## config.mk

```make
export PLATFORM = sky130hd
export DESIGN_NAME = brace_entity_token_scanner
export DESIGN_NICKNAME = d
export VERILOG_FILES = /design/src/rtl/bets_pkg.sv /design/src/rtl/brace_entity_token_scanner.sv
export SDC_FILE = /design/constraint.sdc
export NUM_CORES = 1
export LEC_CHECK = 0
export BUFFER_PORTS_ARGS = -buffer_cell sky130_fd_sc_hd__buf_2
export CORE_ASPECT_RATIO = 2
export CORE_MARGIN = 1
export CORE_UTILIZATION = 35
export DETAILED_ROUTE_END_ITERATION = 10
export PLACE_DENSITY = 0.5
export REMOVE_ABC_BUFFERS = 1
export SYNTH_ARGS = -nofsm -noshare
export SYNTH_HDL_FRONTEND = slang
export SYNTH_SLANG_ARGS = --single-unit
```

## constraint.sdc

```tcl
create_clock -name clk -period 5.8 [get_ports clk]
set_clock_uncertainty 0.2 [all_clocks]
set_input_delay 1.45 -clock clk [delete_from_list [all_inputs] [get_ports clk]]
set_output_delay 1.45 -clock clk [all_outputs]
set_load 0.1 [all_outputs]
```

## src/rtl/bets_pkg.sv

```systemverilog
`timescale 1ns / 1ps
// Shared types and constants for the brace entity token scanner.
// No dependencies.
package bets_pkg;

  // Scanner modes, one-hot
  typedef enum logic [7:0] {
    M_BLANK      = 8'b0000_0001,
    M_COMMENT    = 8'b0000_0010,
    M_KEY        = 8'b0000_0100,
    M_AFTER_KEY  = 8'b0000_1000,
    M_VALUE      = 8'b0001_0000,
    M_OTHER      = 8'b0010_0000,
    M_BARE       = 8'b0100_0000,
    M_COMMENT_AK = 8'b1000_0000
  } mode_t;

  typedef enum logic [3:0] {
    EV_IGNORED     = 4'd0,
    EV_OPEN        = 4'd1,
    EV_CLOSE       = 4'd2,
    EV_KEY_START   = 4'd3,
    EV_KEY_BYTE    = 4'd4,
    EV_KEY_END     = 4'd5,
    EV_VALUE_START = 4'd6,
    EV_VALUE_BYTE  = 4'd7,
    EV_VALUE_END   = 4'd8,
    EV_KEY_DROPPED = 4'd9
  } event_t;

  typedef enum logic [2:0] {
    ERR_NONE     = 3'd0,
    ERR_STRAY    = 3'd1,
    ERR_UNTERM   = 3'd2,
    ERR_NO_VALUE = 3'd3,
    ERR_OPEN_END = 3'd4
  } err_t;

  localparam logic ACT_DATA = 1'b0;
  localparam logic ACT_END  = 1'b1;

  localparam logic [7:0] CH_OPEN  = 8'h7B;
  localparam logic [7:0] CH_CLOSE = 8'h7D;
  localparam logic [7:0] CH_QUOTE = 8'h22;
  localparam logic [7:0] CH_SLASH = 8'h2F;
  localparam logic [7:0] CH_LF    = 8'h0A;
  localparam logic [7:0] CH_CR    = 8'h0D;
  localparam logic [7:0] CH_TAB   = 8'h09;
  localparam logic [7:0] CH_VT    = 8'h0B;
  localparam logic [7:0] CH_FF    = 8'h0C;
  localparam logic [7:0] CH_SPACE = 8'h20;

  function automatic logic is_space(input logic [7:0] c);
    return (c == CH_SPACE) || (c == CH_TAB) || (c == CH_CR) || (c == CH_LF) ||
           (c == CH_FF) || (c == CH_VT);
  endfunction

endpackage

```

## src/rtl/brace_entity_token_scanner.sv

```systemverilog
`timescale 1ns / 1ps
// Each result is registered into the result queue when its byte is accepted.
// Throughput: one byte per clock while item_ready is high; a byte that yields
// two results (a dropped key followed by its own event) puts both on the single
// result port in turn; a three-entry queue absorbs that and output stalls.
// Reset (rst, synchronous): blank mode, line 1, depth 0, no error, queue empty.
// The end-of-data marker also returns the scan state to these values.
module brace_entity_token_scanner #(
  parameter int LINE_BITS  = 24,
  parameter int DEPTH_BITS = 8
) (
  input  logic                  clk,
  input  logic                  rst,
  input  logic                  item_valid,
  output logic                  item_ready,
  input  logic                  action,
  input  logic [7:0]            data_byte,
  output logic                  result_valid,
  input  logic                  result_ready,
  output logic [3:0]            event_res,
  output logic [7:0]            text_byte,
  output logic [LINE_BITS-1:0]  line_number,
  output logic [DEPTH_BITS-1:0] brace_depth,
  output logic [2:0]            first_error,
  output logic                  last_of_run
);
  import bets_pkg::*;

  localparam int QDEPTH = 3;
  localparam logic [LINE_BITS-1:0]  LINE_MAX  = '1;
  localparam logic [DEPTH_BITS-1:0] DEPTH_MAX = '1;

  typedef struct packed {
    logic [3:0]            ev;
    logic [7:0]            text;
    logic [LINE_BITS-1:0]  line;
    logic [DEPTH_BITS-1:0] depth;
    logic [2:0]            err;
    logic                  last;
  } res_t;

  // Scan state
  mode_t                 scan_mode, scan_mode_next;
  logic                  slash_held, slash_held_next;
  logic [LINE_BITS-1:0]  line_count, line_count_next;
  logic [DEPTH_BITS-1:0] nest_depth, nest_depth_next;
  logic [2:0]            error_code, error_code_next;

  // Result queue
  res_t       q [QDEPTH];
  res_t       q_next [QDEPTH];
  logic [1:0] count, count_next;

  logic       acc, pop;
  logic [1:0] rem;
  res_t       res0, res1;
  logic       two;

  // Combinational scan of one byte
  logic   run_bare, run_blank, pre_drop, line_up, stray;
  event_t ev_main;
  logic [7:0] byte_main;
  logic [2:0] err_new;

  assign pop        = (count != 2'd0) && result_ready;
  assign rem        = count - {1'b0, pop};
  assign item_ready = (rem <= 2'd1);
  assign acc        = item_valid && item_ready;

  always_comb begin
    scan_mode_next  = scan_mode;
    slash_held_next = slash_held;
    nest_depth_next = nest_depth;
    run_bare  = 1'b0;
    run_blank = 1'b0;
    pre_drop  = 1'b0;
    line_up   = 1'b0;
    stray     = 1'b0;
    ev_main   = EV_IGNORED;
    byte_main = 8'd0;
    err_new   = ERR_NONE;

    if (action == ACT_END) begin
      if (scan_mode == M_KEY || scan_mode == M_VALUE) begin
        err_new = ERR_UNTERM;
        ev_main = EV_KEY_DROPPED;
      end else if (scan_mode == M_OTHER) begin
        err_new = ERR_UNTERM;
      end else if (scan_mode == M_AFTER_KEY || scan_mode == M_COMMENT_AK) begin
        err_new = ERR_NO_VALUE;
        ev_main = EV_KEY_DROPPED;
      end else if (nest_depth != '0) begin
        err_new = ERR_OPEN_END;
      end
    end else begin
      if (slash_held) begin
        slash_held_next = 1'b0;
        if (data_byte == CH_SLASH) begin
          scan_mode_next = (scan_mode == M_AFTER_KEY) ? M_COMMENT_AK : M_COMMENT;
        end else begin
          pre_drop       = (scan_mode == M_AFTER_KEY);
          scan_mode_next = M_BARE;
          run_bare       = 1'b1;
        end
      end else begin
        unique case (scan_mode)
          M_BLANK: run_blank = 1'b1;
          M_BARE:  run_bare  = 1'b1;
          M_COMMENT, M_COMMENT_AK: begin
            if (data_byte == CH_LF) begin
              line_up        = 1'b1;
              scan_mode_next = (scan_mode == M_COMMENT_AK) ? M_AFTER_KEY : M_BLANK;
            end
          end
          M_KEY: begin
            if (data_byte == CH_QUOTE) begin
              scan_mode_next = M_AFTER_KEY;
              ev_main        = EV_KEY_END;
            end else begin
              line_up   = (data_byte == CH_LF);
              ev_main   = EV_KEY_BYTE;
              byte_main = data_byte;
            end
          end
          M_VALUE: begin
            if (data_byte == CH_QUOTE) begin
              scan_mode_next = M_BLANK;
              ev_main        = EV_VALUE_END;
            end else begin
              line_up   = (data_byte == CH_LF);
              ev_main   = EV_VALUE_BYTE;
              byte_main = data_byte;
            end
          end
          M_OTHER: begin
            if (data_byte == CH_QUOTE) begin
              scan_mode_next = M_BLANK;
            end else begin
              line_up = (data_byte == CH_LF);
            end
          end
          M_AFTER_KEY: begin
            if (data_byte == CH_LF) begin
              line_up = 1'b1;
            end else if (is_space(data_byte)) begin
              line_up = 1'b0;
            end else if (data_byte == CH_SLASH) begin
              slash_held_next = 1'b1;
            end else if (data_byte == CH_QUOTE) begin
              scan_mode_next = M_VALUE;
              ev_main        = EV_VALUE_START;
            end else begin
              pre_drop       = 1'b1;
              scan_mode_next = M_BLANK;
              run_blank      = 1'b1;
            end
          end
          default: scan_mode_next = M_BLANK;
        endcase
      end

      // A delimiter ends a bare token and is scanned as blank text
      if (run_bare) begin
        if (is_space(data_byte) || data_byte == CH_QUOTE || data_byte == CH_OPEN ||
            data_byte == CH_CLOSE) begin
          scan_mode_next = M_BLANK;
          run_blank      = 1'b1;
        end else if (data_byte == CH_SLASH) begin
          slash_held_next = 1'b1;
        end
      end

      if (run_blank) begin
        if (data_byte == CH_LF) begin
          line_up = 1'b1;
        end else if (is_space(data_byte)) begin
          line_up = 1'b0;
        end else if (data_byte == CH_SLASH) begin
          scan_mode_next  = M_BARE;
          slash_held_next = 1'b1;
        end else if (data_byte == CH_OPEN) begin
          if (nest_depth != DEPTH_MAX) begin
            nest_depth_next = nest_depth + 1'b1;
          end
          if (nest_depth_next == DEPTH_BITS'(1)) begin
            ev_main = EV_OPEN;
          end
        end else if (data_byte == CH_CLOSE) begin
          if (nest_depth == '0) begin
            stray = 1'b1;
          end else begin
            nest_depth_next = nest_depth - 1'b1;
            if (nest_depth_next == '0) begin
              ev_main = EV_CLOSE;
            end
          end
        end else if (data_byte == CH_QUOTE) begin
          if (nest_depth == DEPTH_BITS'(1)) begin
            scan_mode_next = M_KEY;
            ev_main        = EV_KEY_START;
          end else begin
            scan_mode_next = M_OTHER;
          end
        end else begin
          scan_mode_next = M_BARE;
        end
      end

      // The dropped key is recorded before anything the byte itself causes
      priority if (pre_drop) begin
        err_new = ERR_NO_VALUE;
      end else if (stray) begin
        err_new = ERR_STRAY;
      end else begin
        err_new = ERR_NONE;
      end
    end

    line_count_next  = (line_up && line_count != LINE_MAX) ? line_count + 1'b1 : line_count;
    error_code_next  = (error_code == ERR_NONE) ? err_new : error_code;
  end

  always_comb begin
    two = (action == ACT_DATA) && pre_drop;

    res1.ev    = ev_main;
    res1.text  = byte_main;
    res1.line  = line_count_next;
    res1.depth = nest_depth_next;
    res1.err   = error_code_next;
    res1.last  = 1'b1;

    res0      = res1;
    if (two) begin
      res0.ev   = EV_KEY_DROPPED;
      res0.text = 8'd0;
      res0.last = 1'b0;
    end
  end

  // Shift out the head on a pop, then append this transaction's results
  always_comb begin
    for (int i = 0; i < QDEPTH; i++) begin
      if (pop && i < QDEPTH - 1) begin
        q_next[i] = q[i+1];
      end else begin
        q_next[i] = q[i];
      end
      if (acc && rem == 2'(i)) begin
        q_next[i] = res0;
      end
      if (acc && two && (rem + 2'd1) == 2'(i)) begin
        q_next[i] = res1;
      end
    end
    count_next = rem + (acc ? (two ? 2'd2 : 2'd1) : 2'd0);
  end

  always_ff @(posedge clk) begin
    for (int i = 0; i < QDEPTH; i++) begin
      q[i] <= q_next[i];
    end
    if (rst) begin
      count      <= 2'd0;
      scan_mode  <= M_BLANK;
      slash_held <= 1'b0;
      line_count <= LINE_BITS'(1);
      nest_depth <= '0;
      error_code <= ERR_NONE;
    end else begin
      count <= count_next;
      if (acc) begin
        if (action == ACT_END) begin
          // Start over for the next file
          scan_mode  <= M_BLANK;
          slash_held <= 1'b0;
          line_count <= LINE_BITS'(1);
          nest_depth <= '0;
          error_code <= ERR_NONE;
        end else begin
          scan_mode  <= scan_mode_next;
          slash_held <= slash_held_next;
          line_count <= line_count_next;
          nest_depth <= nest_depth_next;
          error_code <= error_code_next;
        end
      end
    end
  end

  assign result_valid = (count != 2'd0);
  assign event_res    = q[0].ev;
  assign text_byte    = q[0].text;
  assign line_number  = q[0].line;
  assign brace_depth  = q[0].depth;
  assign first_error  = q[0].err;
  assign last_of_run  = q[0].last;

endmodule

```

==> results of run 1 <==
## state kept, by name, summed over array words and instances (netlist names)
register and flops:
slash_held 1, nest_depth 8, count 2, q 144, line_count 24, error_code 3
scan_mode 8
## worst register-to-register path, stage by stage, from the launching register on
cell and delay [ns]:
dfxtp_1 0.32, or2_2 0.31, nand2_1 0.22, inv_1 0.09
ha_1 0.19, xnor2_1 0.30, and2_1 0.55, nand2_1 0.11
buf_4 0.20, nor2_1 0.47, buf_4 0.37, a41oi_1 0.17
a31oi_1 0.15
## routing by layer
metal  GRT usage (%)  vias up
li1                -     3842
met1            20.7     3765
met2            35.3      173
met3            3.31       64
met4            10.2        0
met5               0        -
## kinds of logic after synthesis
logic type	after synthesis	share of synthesized area, %
AND/OR/NAND/NOR	408	20.5
multiplexers	12	1.20
AO/OA/AOI/OAI	276	17.6
XOR/XNOR	33	2.77
other	1	0.0360
buffers and inverters	136	7.12
adder cells (fa/ha/maj)	7	0.840
flip-flops	190	50.0
## path summary, 6_finish.rpt
kind | from | endpoint | slack, ns | cells after the start
min reg2reg | q[0][96] | q[0][96] | 0.25 | 1
max reg2reg | count[1] | line_count[15] | 2.07 | 12
min | q[0][96] | q[0][96] | 0.25 | 1
max | result_ready | item_ready | 1.32 | 6
## cells in the final DEF, fill, tap and decap left out, types with 5 or more instances in the layout
master / n
a31oi_1: 41
buf_4: 16
and4_1: 5
a21o_1: 5
dfxtp_1: 49
o21ai_0: 97
and3_1: 13
a32o_1: 7
conb_1: 10
nand2_1: 132
ha_1: 7
nand3b_1: 10
inv_1: 17
or4_1: 6
nand4_1: 16
xor2_1: 7
nor2b_1: 7
xnor2_1: 26
nor2_1: 95
buf_2: 62
o21ai_1: 8
a21oi_1: 39
or3_1: 11
edfxtp_1: 141
mux2i_1: 8
and2_1: 16
o21a_1: 5
a22o_1: 6
o211ai_1: 6
nor3_1: 14
nor3_2: 7
a22oi_1: 9
nand2b_1: 7
nor4_1: 6
clkbuf_16: 17
nand3_1: 31
## cell type report
cell class                      instances  area share, %
Clock buffer                           21           3.99
Sequential cell                       190           46.2
Inverter                               18          0.598
Tap cell                              364           4.03
Clock inverter                         11          0.975
Timing Repair Buffer                   80           4.17
Multi-Input combinational cell        746           40.1
## power by group
| group | switching, mW | internal [mW] | total, mW |
|---|---|---|---|
| Sequential | 0.0858 | 1.97 | 2.06 |
| Clock | 0.546 | 0.608 | 1.15 |
| Combinational | 2.36 | 0.468 | 2.83 |
| Total | 3.00 | 3.05 | 6.04 |
## per-stage QoR
stage | TNS, ns | power [mW] | hold WS (ns) | cells | cell area [um^2]
floorplan | -263.99 | 4.30 | 0.210 | 954 | 9790
global placement | 0 | 4.95 | 0.228 | 1398 | 10700
detailed placement | 0 | 4.97 | 0.233 | 1398 | 10700
CTS | 0 | 6.14 | 0.249 | 1430 | 11300
global route | 0 | 6.34 | 0.262 | 1430 | 11300
finish | 0 | 6.04 | 0.248 | 1430 | 11300
==> impl_metrics.yaml, run 1 <==
floorplan:
  die_height_um: 246
  initial_core_util_pct: 35.5
  die_area_mm2: 0.0305
  core_area_mm2: 0.0294
  rows: 89
  die_width_um: 124
  ios: 63
worst_hold_path:
  holdCritPathClass: "flip-flop to flip-flop"
timing:
  slew_headroom_pct: 45.2
  slew_viol_final: 0
  min_period_ns: 4.48
  fmax_mhz: 223
  finalSetupViolCount: 0
  worst_slack_ns: 1.32
  tightest_slew_ns: 0.821
  final_hold_viol_count: 0
  finalCritPeriodShare_pct: 77.3
  rsz0062_at_grt: "no"
place:
  hpwl_um: 20800
  io_buffers: 62
  finalWeightedCongestion: 0.922
  dpl_worst_slack_ns: 1.20
global_route:
  overflow: 0
  grt_first_pass_wirelength_um: 43700
  grt_pass1_vias: 7616
  track_usage_pct: 19.4
  antenna_found_initial: 0
  grt_max_degree: 40
route:
  wl_met3_um: 814
  vias: 7844
  viasPerCell: 5.49
  routed_wirelength_um: 28300
  post_drt_wl_per_cell_um: 19.8
  drc_errors: 0
  wl_met2_um: 15500
  drtAntennaViolNets: 0
  wl_met1_um: 10800
  drtIter0Drc: 502
  first_pass_iters: 5
  top_layer_used: "met4"
yosys:
  synth_area_mm2: 0.0104
  synth_warnings: 0
  ys_ff_latch: 190
  synthMostInstantiatedCell: "edfxtp_1"
  ys.flop_type: "edfxtp_1"
  synthTopCellsByCount: "141 x edfxtp_1, 135 x nand2_1, 97 x o21ai_0"
  synth.distinct_cells: 84
  ys_seq_area_share_pct: 50.0
  synthTopCellsByArea: "edfxtp_1 41%, dfxtp_1 9.4%, nand2_1 4.9%"
  synth_cells: 1063
  synth_top_area_share_pct: 40.6
  synth_enable_flop_cells: 141
  synthArstFlopShare_pct: 0
  yosys.area.top_type: "edfxtp_1"
  syn_avg_cell_area_um2: 9.81
worst_setup_path:
  cp-end-kind: "output pin"
  cp_common_cell: "buf_2"
  path_cells: "buf_2 -> nand2_1 -> inv_1 -> ha_1 -> xnor2_1 -> buf_2"
  worstSetupPathType: "primary input to output pin"
  cp_data_required_time_ns: 4.15
  arrival_ns: 2.83
  cp_slowest_cell: "buf_2"
  crit_family: "buffers and inverters"
  worst-path-buf-inv: 3
  critPathLaunchType: "primary input"
  path_max_fanout: 5
  critPathMaxStageDelay_ns: 0.50
clocking:
  cts_buffers: 17
  htreeDepth: 4
  cts_tree: "done"
  cts-hold-fix-buffers: 0
  cts_max_path_buffers: 2
  cts_setup_buffers: 0
  clock-root-buffer: "clkbuf_16"
  clkTransAtPathRegs_ns: 0.06
  cts_resized: 0
  clk_latency_ns: 0.46
  clock_sinks: 190
final_layout:
  nets: 1073
  multiInputGateArea_mm2: 0.00453
  utilization_pct: 38.4
  layout-drive-gt1-share_pct: 14.7
  syn2layout_area_growth_pct: 8.32
  diodes: 0
  n_fill_cell: 3013
  seqCellArea_mm2: 0.00522
outcome:
  outcome: "complete, no violations"
power:
  power.density_mw_per_mm2: 535
  p_leak_nw: 3.83
  ir_drop_mv: 0.238
flow_run:
  maxCapViolCount: 0
No activity file was read; power rests on OpenSTA's default activity.
==> run 2: changes to the inputs <==
--- a/config.mk
+++ b/config.mk
@@ -5,12 +5,13 @@
 export SDC_FILE = /design/constraint.sdc
 export NUM_CORES = 1
 export LEC_CHECK = 0
+export ABC_AREA = 1
 export BUFFER_PORTS_ARGS = -buffer_cell sky130_fd_sc_hd__buf_2
 export CORE_ASPECT_RATIO = 2
 export CORE_MARGIN = 1
 export CORE_UTILIZATION = 35
 export DETAILED_ROUTE_END_ITERATION = 10
-export PLACE_DENSITY = 0.5
+export PLACE_DENSITY = 0.52
 export REMOVE_ABC_BUFFERS = 1
 export SYNTH_ARGS = -nofsm -noshare
 export SYNTH_HDL_FRONTEND = slang
==> constraint.sdc (replaced) <==
create_clock -name clk -period 3.8 [get_ports clk]
set_clock_uncertainty 0.2 [all_clocks]
set_input_delay 0.95 -clock clk [delete_from_list [all_inputs] [get_ports clk]]
set_output_delay 0.95 -clock clk [all_outputs]
set_load 0.1 [all_outputs]
==> run 2 against run 1 <==
- largest power group unchanged
- clock power increased by 59%
- cell count up 12%
- hold slack better by 0.016 ns
- routed wire length down 2.5%
- critical path type is now flip-flop to output pin
- highest routed layer unchanged
- cell area increased by 0.71%
- via count is 1.8% higher
- power rose by 54%
- non-clock buffer count increased by 15
- first-iteration DRC count down 21%
==> impl_metrics.yaml, run 2 <==
route:
  first_pass_iters: 5
  vias: 7988
  post_drt_wl_per_cell_um: 17.2
  drc_errors: 0
  drtIter0Drc: 398
  viasPerCell: 4.99
  drtAntennaViolNets: 0
  routed_wirelength_um: 27600
worst_setup_path:
  critPathLaunchType: "flip-flop"
  arrival_ns: 2.21
  path_max_fanout: 5
  worstSetupPathType: "flip-flop to output pin"
  cp_data_required_time_ns: 2.65
  cp-end-kind: "output pin"
yosys:
  synth_warnings: 0
  synthMostInstantiatedCell: "nand2_1"
  ys_ff_latch: 190
  synthTopCellsByArea: "edfxtp_1 41%, nand2_1 12%, dfxtp_1 9.6%"
  synth.distinct_cells: 57
  synth_enable_flop_cells: 141
  synthArstFlopShare_pct: 0
  synth_area_mm2: 0.0102
  yosys.area.top_type: "edfxtp_1"
  ys.flop_type: "edfxtp_1"
  syn_avg_cell_area_um2: 8.51
  synth_top_area_share_pct: 41.5
  synth_cells: 1199
  ys_seq_area_share_pct: 51.1
  synthTopCellsByCount: "319 x nand2_1, 141 x edfxtp_1, 97 x nor2_1"
timing:
  final_hold_viol_count: 0
  slew_headroom_pct: 56.3
  fmax_mhz: 297
  rsz0062_at_grt: "no"
  hold_slack_ns: 0.263
  finalSetupViolCount: 0
  tightest_slew_ns: 0.649
  finalCritPeriodShare_pct: 88.5
  slew_viol_final: 0
  min_period_ns: 3.36
outcome:
  outcome: "complete, no violations"
global_route:
  antenna_found_initial: 0
  grt_pass1_vias: 8234
  grt_first_pass_wirelength_um: 43600
  track_usage_pct: 19.6
  grt_max_degree: 36
  overflow: 0
place:
  finalWeightedCongestion: 0.883
  hpwl_um: 20300
  io_buffers: 62
floorplan:
  die_area_mm2: 0.0299
  core_area_mm2: 0.0287
  initial_core_util_pct: 35.5
  rows: 88
  ios: 63
  die_width_um: 123
  die_height_um: 243
worst_hold_path:
  holdCritPathClass: "flip-flop to flip-flop"
clocking:
  clock_sinks: 190
  cts-hold-fix-buffers: 0
  clkTransAtPathRegs_ns: 0.07
  htreeDepth: 4
  cts_max_path_buffers: 2
  cts_buffers: 17
  cts_resized: 0
  clock-root-buffer: "clkbuf_16"
  clk_latency_ns: 0.45
  cts_setup_buffers: 0
  cts_tree: "done"
final_layout:
  n_fill_cell: 2939
  diodes: 0
  syn2layout_area_growth_pct: 11.5
  layout_common_cells: "317 x nand2_1, 141 x edfxtp_1, 96 x nor2_1"
  nets: 1249
  final_common_cell: "nand2_1"
  layout-drive-gt1-share_pct: 16.0
  top_register: "q"
  reg_top3: "q (144), line_count (24)"
  largest_reg_flops: 144
power:
  finalPower_mw: 9.33
  p_leak_nw: 4.47
  power.density_mw_per_mm2: 820
  ir_drop_mv: 0.821
flow_run:
  maxCapViolCount: 0
[run 2: cell families (layout without fill, tap and decap cells)]
| group | count (synthesis) | count (layout) | synth area share [%] |
|---|---|---|---|
| other cells | 1 | 10 | 0.0368 |
| fa+ha+maj | 7 | 7 | 0.858 |
| mux | 1 | 1 | 0.0981 |
| flops | 190 | 190 | 51.1 |
| compound gates | 195 | 195 | 10.6 |
| xor+xnor | 22 | 22 | 1.89 |
| simple gates | 578 | 578 | 25.7 |
| buf+inv | 205 | 239 | 9.75 |
[run 2: worst paths after layout]
check                           depth (start not counted)  slack [ns]           from             to
worst min-delay path                                    2        0.26  error_code[2]  error_code[2]
worst max register to register                         12        0.72       count[1]       q[0][89]
worst max-delay path                                    7        0.44       count[1]     item_ready
worst min register to register                          2        0.26  error_code[2]  error_code[2]
[run 2: power breakdown]
group / total (mW) / switching, mW / leakage [nW] / internal (mW)
registers: 3.14 / 0.159 / 1.68 / 2.98
logic: 4.36 / 3.59 / 2.51 / 0.775
clock network: 1.83 / 0.846 / 0.282 / 0.981
total: 9.33 / 4.59 / 4.47 / 4.74
[run 2: area by class of cell]
| type | count | area (um^2) | area share, % |
|---|---|---|---|
| Multi-Input combinational cell | 813 | 4040 | 35.5 |
| Inverter | 112 | 420 | 3.70 |
| Timing Repair Buffer | 95 | 661 | 5.81 |
| Clock inverter | 15 | 163 | 1.43 |
| Clock buffer | 17 | 425 | 3.74 |
| Tap cell | 360 | 450 | 3.96 |
| Sequential cell | 190 | 5220 | 45.8 |
[run 2: critical path, cell delays in order (launching register included)]
cell     delay, ns
dfxtp_1       0.33
or2_2         0.33
nand2_1       0.23
inv_1         0.11
ha_1          0.20
xnor2_1       0.22
buf_4         0.18
buf_12        0.17
[run 2: stage by stage]
step / cell area, um^2 / cells / setup TNS, ns / setup WS [ns] / utilization (%)
6_report: 11400 / 1602 / 0 / 0.437 / 39.6
5_1_grt: 11400 / 1602 / 0 / 0.331 / 39.6
4_1_cts: 11400 / 1602 / 0 / 0.448 / 39.6
3_5_place_dp: 10800 / 1570 / 0 / 0.254 / 37.5
3_3_place_gp: 10800 / 1570 / 0 / 0.263 / 37.5
2_1_floorplan: 9660 / 1115 / -1180.52 / -4.72 / -
[run 2: routing by layer]
metal / track usage [%] / up-vias / routed length (um)
li1: - / 4018 / -
met1: 19.1 / 3766 / 9980
met2: 38.4 / 142 / 16000
met3: 2.74 / 62 / 543
met4: 9.94 / 0 / 1080
met5: 0 / - / 0
==> run 3: changes to the inputs <==
--- a/config.mk
+++ b/config.mk
@@ -11,6 +11,7 @@
 export CORE_MARGIN = 1
 export CORE_UTILIZATION = 35
 export DETAILED_ROUTE_END_ITERATION = 10
+export GPL_ROUTABILITY_DRIVEN = 0
 export PLACE_DENSITY = 0.52
 export REMOVE_ABC_BUFFERS = 1
 export SYNTH_ARGS = -nofsm -noshare
==> constraint.sdc (replaced) <==
create_clock -name clk -period 3.8 [get_ports clk]
set_clock_uncertainty 0.2 [all_clocks]
set_input_delay 0.95 -clock clk [delete_from_list [all_inputs] [get_ports clk]]
set_output_delay 0.95 -clock clk [all_outputs]
set_load 0.01 [all_outputs]
==> run 3 against run 2 <==
- hold slack got worse by 0.0064 ns
- sequential share of layout area rose by 0.056 points
- fmax rose by 3.4%
- worst setup slack improved by 0.11 ns
- via count rose by 0.88%
- power fell by 21%
- core utilization barely moved
- combinational power fell by 45%
- routed wire length fell by 0.28%
- largest power group is now sequential cells
- clock power rose by 2%
- critical path type unchanged
- critical path depth fell by 1
- cell area fell by 0.12%
==> impl_metrics.yaml, run 3 (synthesis results as in run 2) <==
global_route:
  antenna_found_initial: 0
  grt_max_degree: 49
  overflow: 0
  grt_pass1_vias: 8108
  track_usage_pct: 19.4
  grt_first_pass_wirelength_um: 43000
power:
  power.density_mw_per_mm2: 651
  p_sw_share_pct: 35.4
  ir_drop_mv: 0.405
  combPwrFrac_pct: 32.2
  p_int_mw: 4.78
  p_clk_share_pct: 25.2
  finalPower_mw: 7.40
  p_switching_mw: 2.62
  p_leak_nw: 4.47
  p_seq_share_pct: 42.6
timing:
  min_period_ns: 3.25
  finalCritPeriodShare_pct: 85.6
  fmax_mhz: 307
  worst_slack_ns: 0.548
  rsz0062_at_grt: "no"
  slew_headroom_pct: 53.6
  final_hold_viol_count: 0
  slew_viol_final: 0
  tightest_slew_ns: 0.689
  finalSetupViolCount: 0
floorplan:
  die_height_um: 243
  ios: 63
  core_area_mm2: 0.0287
  initial_core_util_pct: 35.5
  die_area_mm2: 0.0299
  die_width_um: 123
  rows: 88
worst_setup_path:
  arrival_ns: 2.10
  cp-end-kind: "output pin"
  cp_data_required_time_ns: 2.65
  path_max_fanout: 5
  cp_slowest_cell: "dfxtp_1"
  path_cells: "or2_2 -> nand2_1 -> inv_1 -> ha_1 -> xnor2_1 -> buf_2"
  worstSetupPathType: "flip-flop to output pin"
  critPathMaxStageDelay_ns: 0.32
  critPathLaunchType: "flip-flop"
place:
  placed_cell_area_mm2: 0.0108
  hpwl_um: 20100
  io_buffers: 62
  dpl_worst_slack_ns: 0.243
  dp_cells: 1568
final_layout:
  nets: 1247
  design_area_mm2: 0.0114
  syn2layout_area_growth_pct: 11.3
  utilization_pct: 39.5
  layout-drive-gt1-share_pct: 16.0
  top_register: "q"
  reg_top3: "q (144), line_count (24)"
  instances_no_fill: 1600
  largest_reg_flops: 144
  final_common_cell: "nand2_1"
  diodes: 0
  layout_common_cells: "317 x nand2_1, 141 x edfxtp_1, 96 x nor2_1"
clocking:
  cts_resized: 0
  cts_setup_buffers: 0
  cts_max_path_buffers: 2
  clock_sinks: 190
  clkTransAtPathRegs_ns: 0.07
  htreeDepth: 4
  cts-hold-fix-buffers: 0
  cts_buffers: 17
  cts_tree: "done"
  clock-root-buffer: "clkbuf_16"
  clk_latency_ns: 0.44
route:
  routed_wirelength_um: 27600
  vias: 8058
  first_pass_iters: 5
  drtIter0Drc: 392
  drc_errors: 0
  drtAntennaViolNets: 0
  viasPerCell: 5.04
  post_drt_wl_per_cell_um: 17.2
worst_hold_path:
  holdCritPathClass: "flip-flop to flip-flop"
outcome:
  outcome: "complete, no violations"
flow_run:
  maxCapViolCount: 0
## run 3: cell types whose count changed in the layout (fill, tap and decap cells not counted), sizes merged
cell,before,now
inv,114,112
clkinv,8,9
bufinv,2,3
clkbuf,17,18
clkinvlp,3,2
buf,95,93
## run 3: worst paths after layout
| kind | from | end | slack, ns | cells past startpoint |
|---|---|---|---|---|
| setup / recovery | count[1] | item_ready | 0.55 | 6 |
| hold / removal | error_code[2] | error_code[2] | 0.26 | 2 |
| setup reg to reg | count[1] | q[0][84] | 0.67 | 11 |
| hold reg to reg | error_code[2] | error_code[2] | 0.26 | 2 |
## run 3: layout make-up
class | instances | area, um^2
Multi-Input combinational cell | 813 | 4040
Timing Repair Buffer | 93 | 631
Tap cell | 360 | 450
Sequential cell | 190 | 5220
Inverter | 112 | 420
Fill cell | 2953 | 17400
Clock inverter | 14 | 165
Clock buffer | 18 | 439
## run 3: metrics by stage
stage / setup TNS (ns) / hold WS, ns
final: 0 / 0.257
after global routing: 0 / 0.298
after CTS: 0 / 0.260
after detailed placement: 0 / 0.249
after global placement: 0 / 0.243
after floorplan: -542.48 / 0.217
## run 3: power groups by stage
| stage | logic (mW) | clock network (mW) | registers (mW) |
|---|---|---|---|
| 2_1_floorplan | 1.20 | 0 | 3.33 |
| 3_3_place_gp | 2.42 | 0 | 3.20 |
| 3_5_place_dp | 2.42 | 0 | 3.21 |
| 4_1_cts | 2.43 | 1.92 | 3.16 |
| 5_1_grt | 2.65 | 2.00 | 3.20 |
| 6_report | 2.38 | 1.87 | 3.15 |
## run 3: metal layers
layer | wire (um) | vias to the layer above | global-route usage [%]
li1 | - | 4018 | -
met1 | 9670 | 3819 | 18.0
met2 | 15800 | 145 | 38.1
met3 | 669 | 76 | 3.14
met4 | 1400 | 0 | 10.9
met5 | 0 | - | 0
## run 3: critical path, delay by kind of cell, from the launching register on
family	cells	cell delay (ns)
AND/OR/NAND/NOR	2	0.55
adder cells (fa/ha/maj)	1	0.20
XOR/XNOR	1	0.27
buffers and inverters	2	0.32
flip-flops	1	0.32
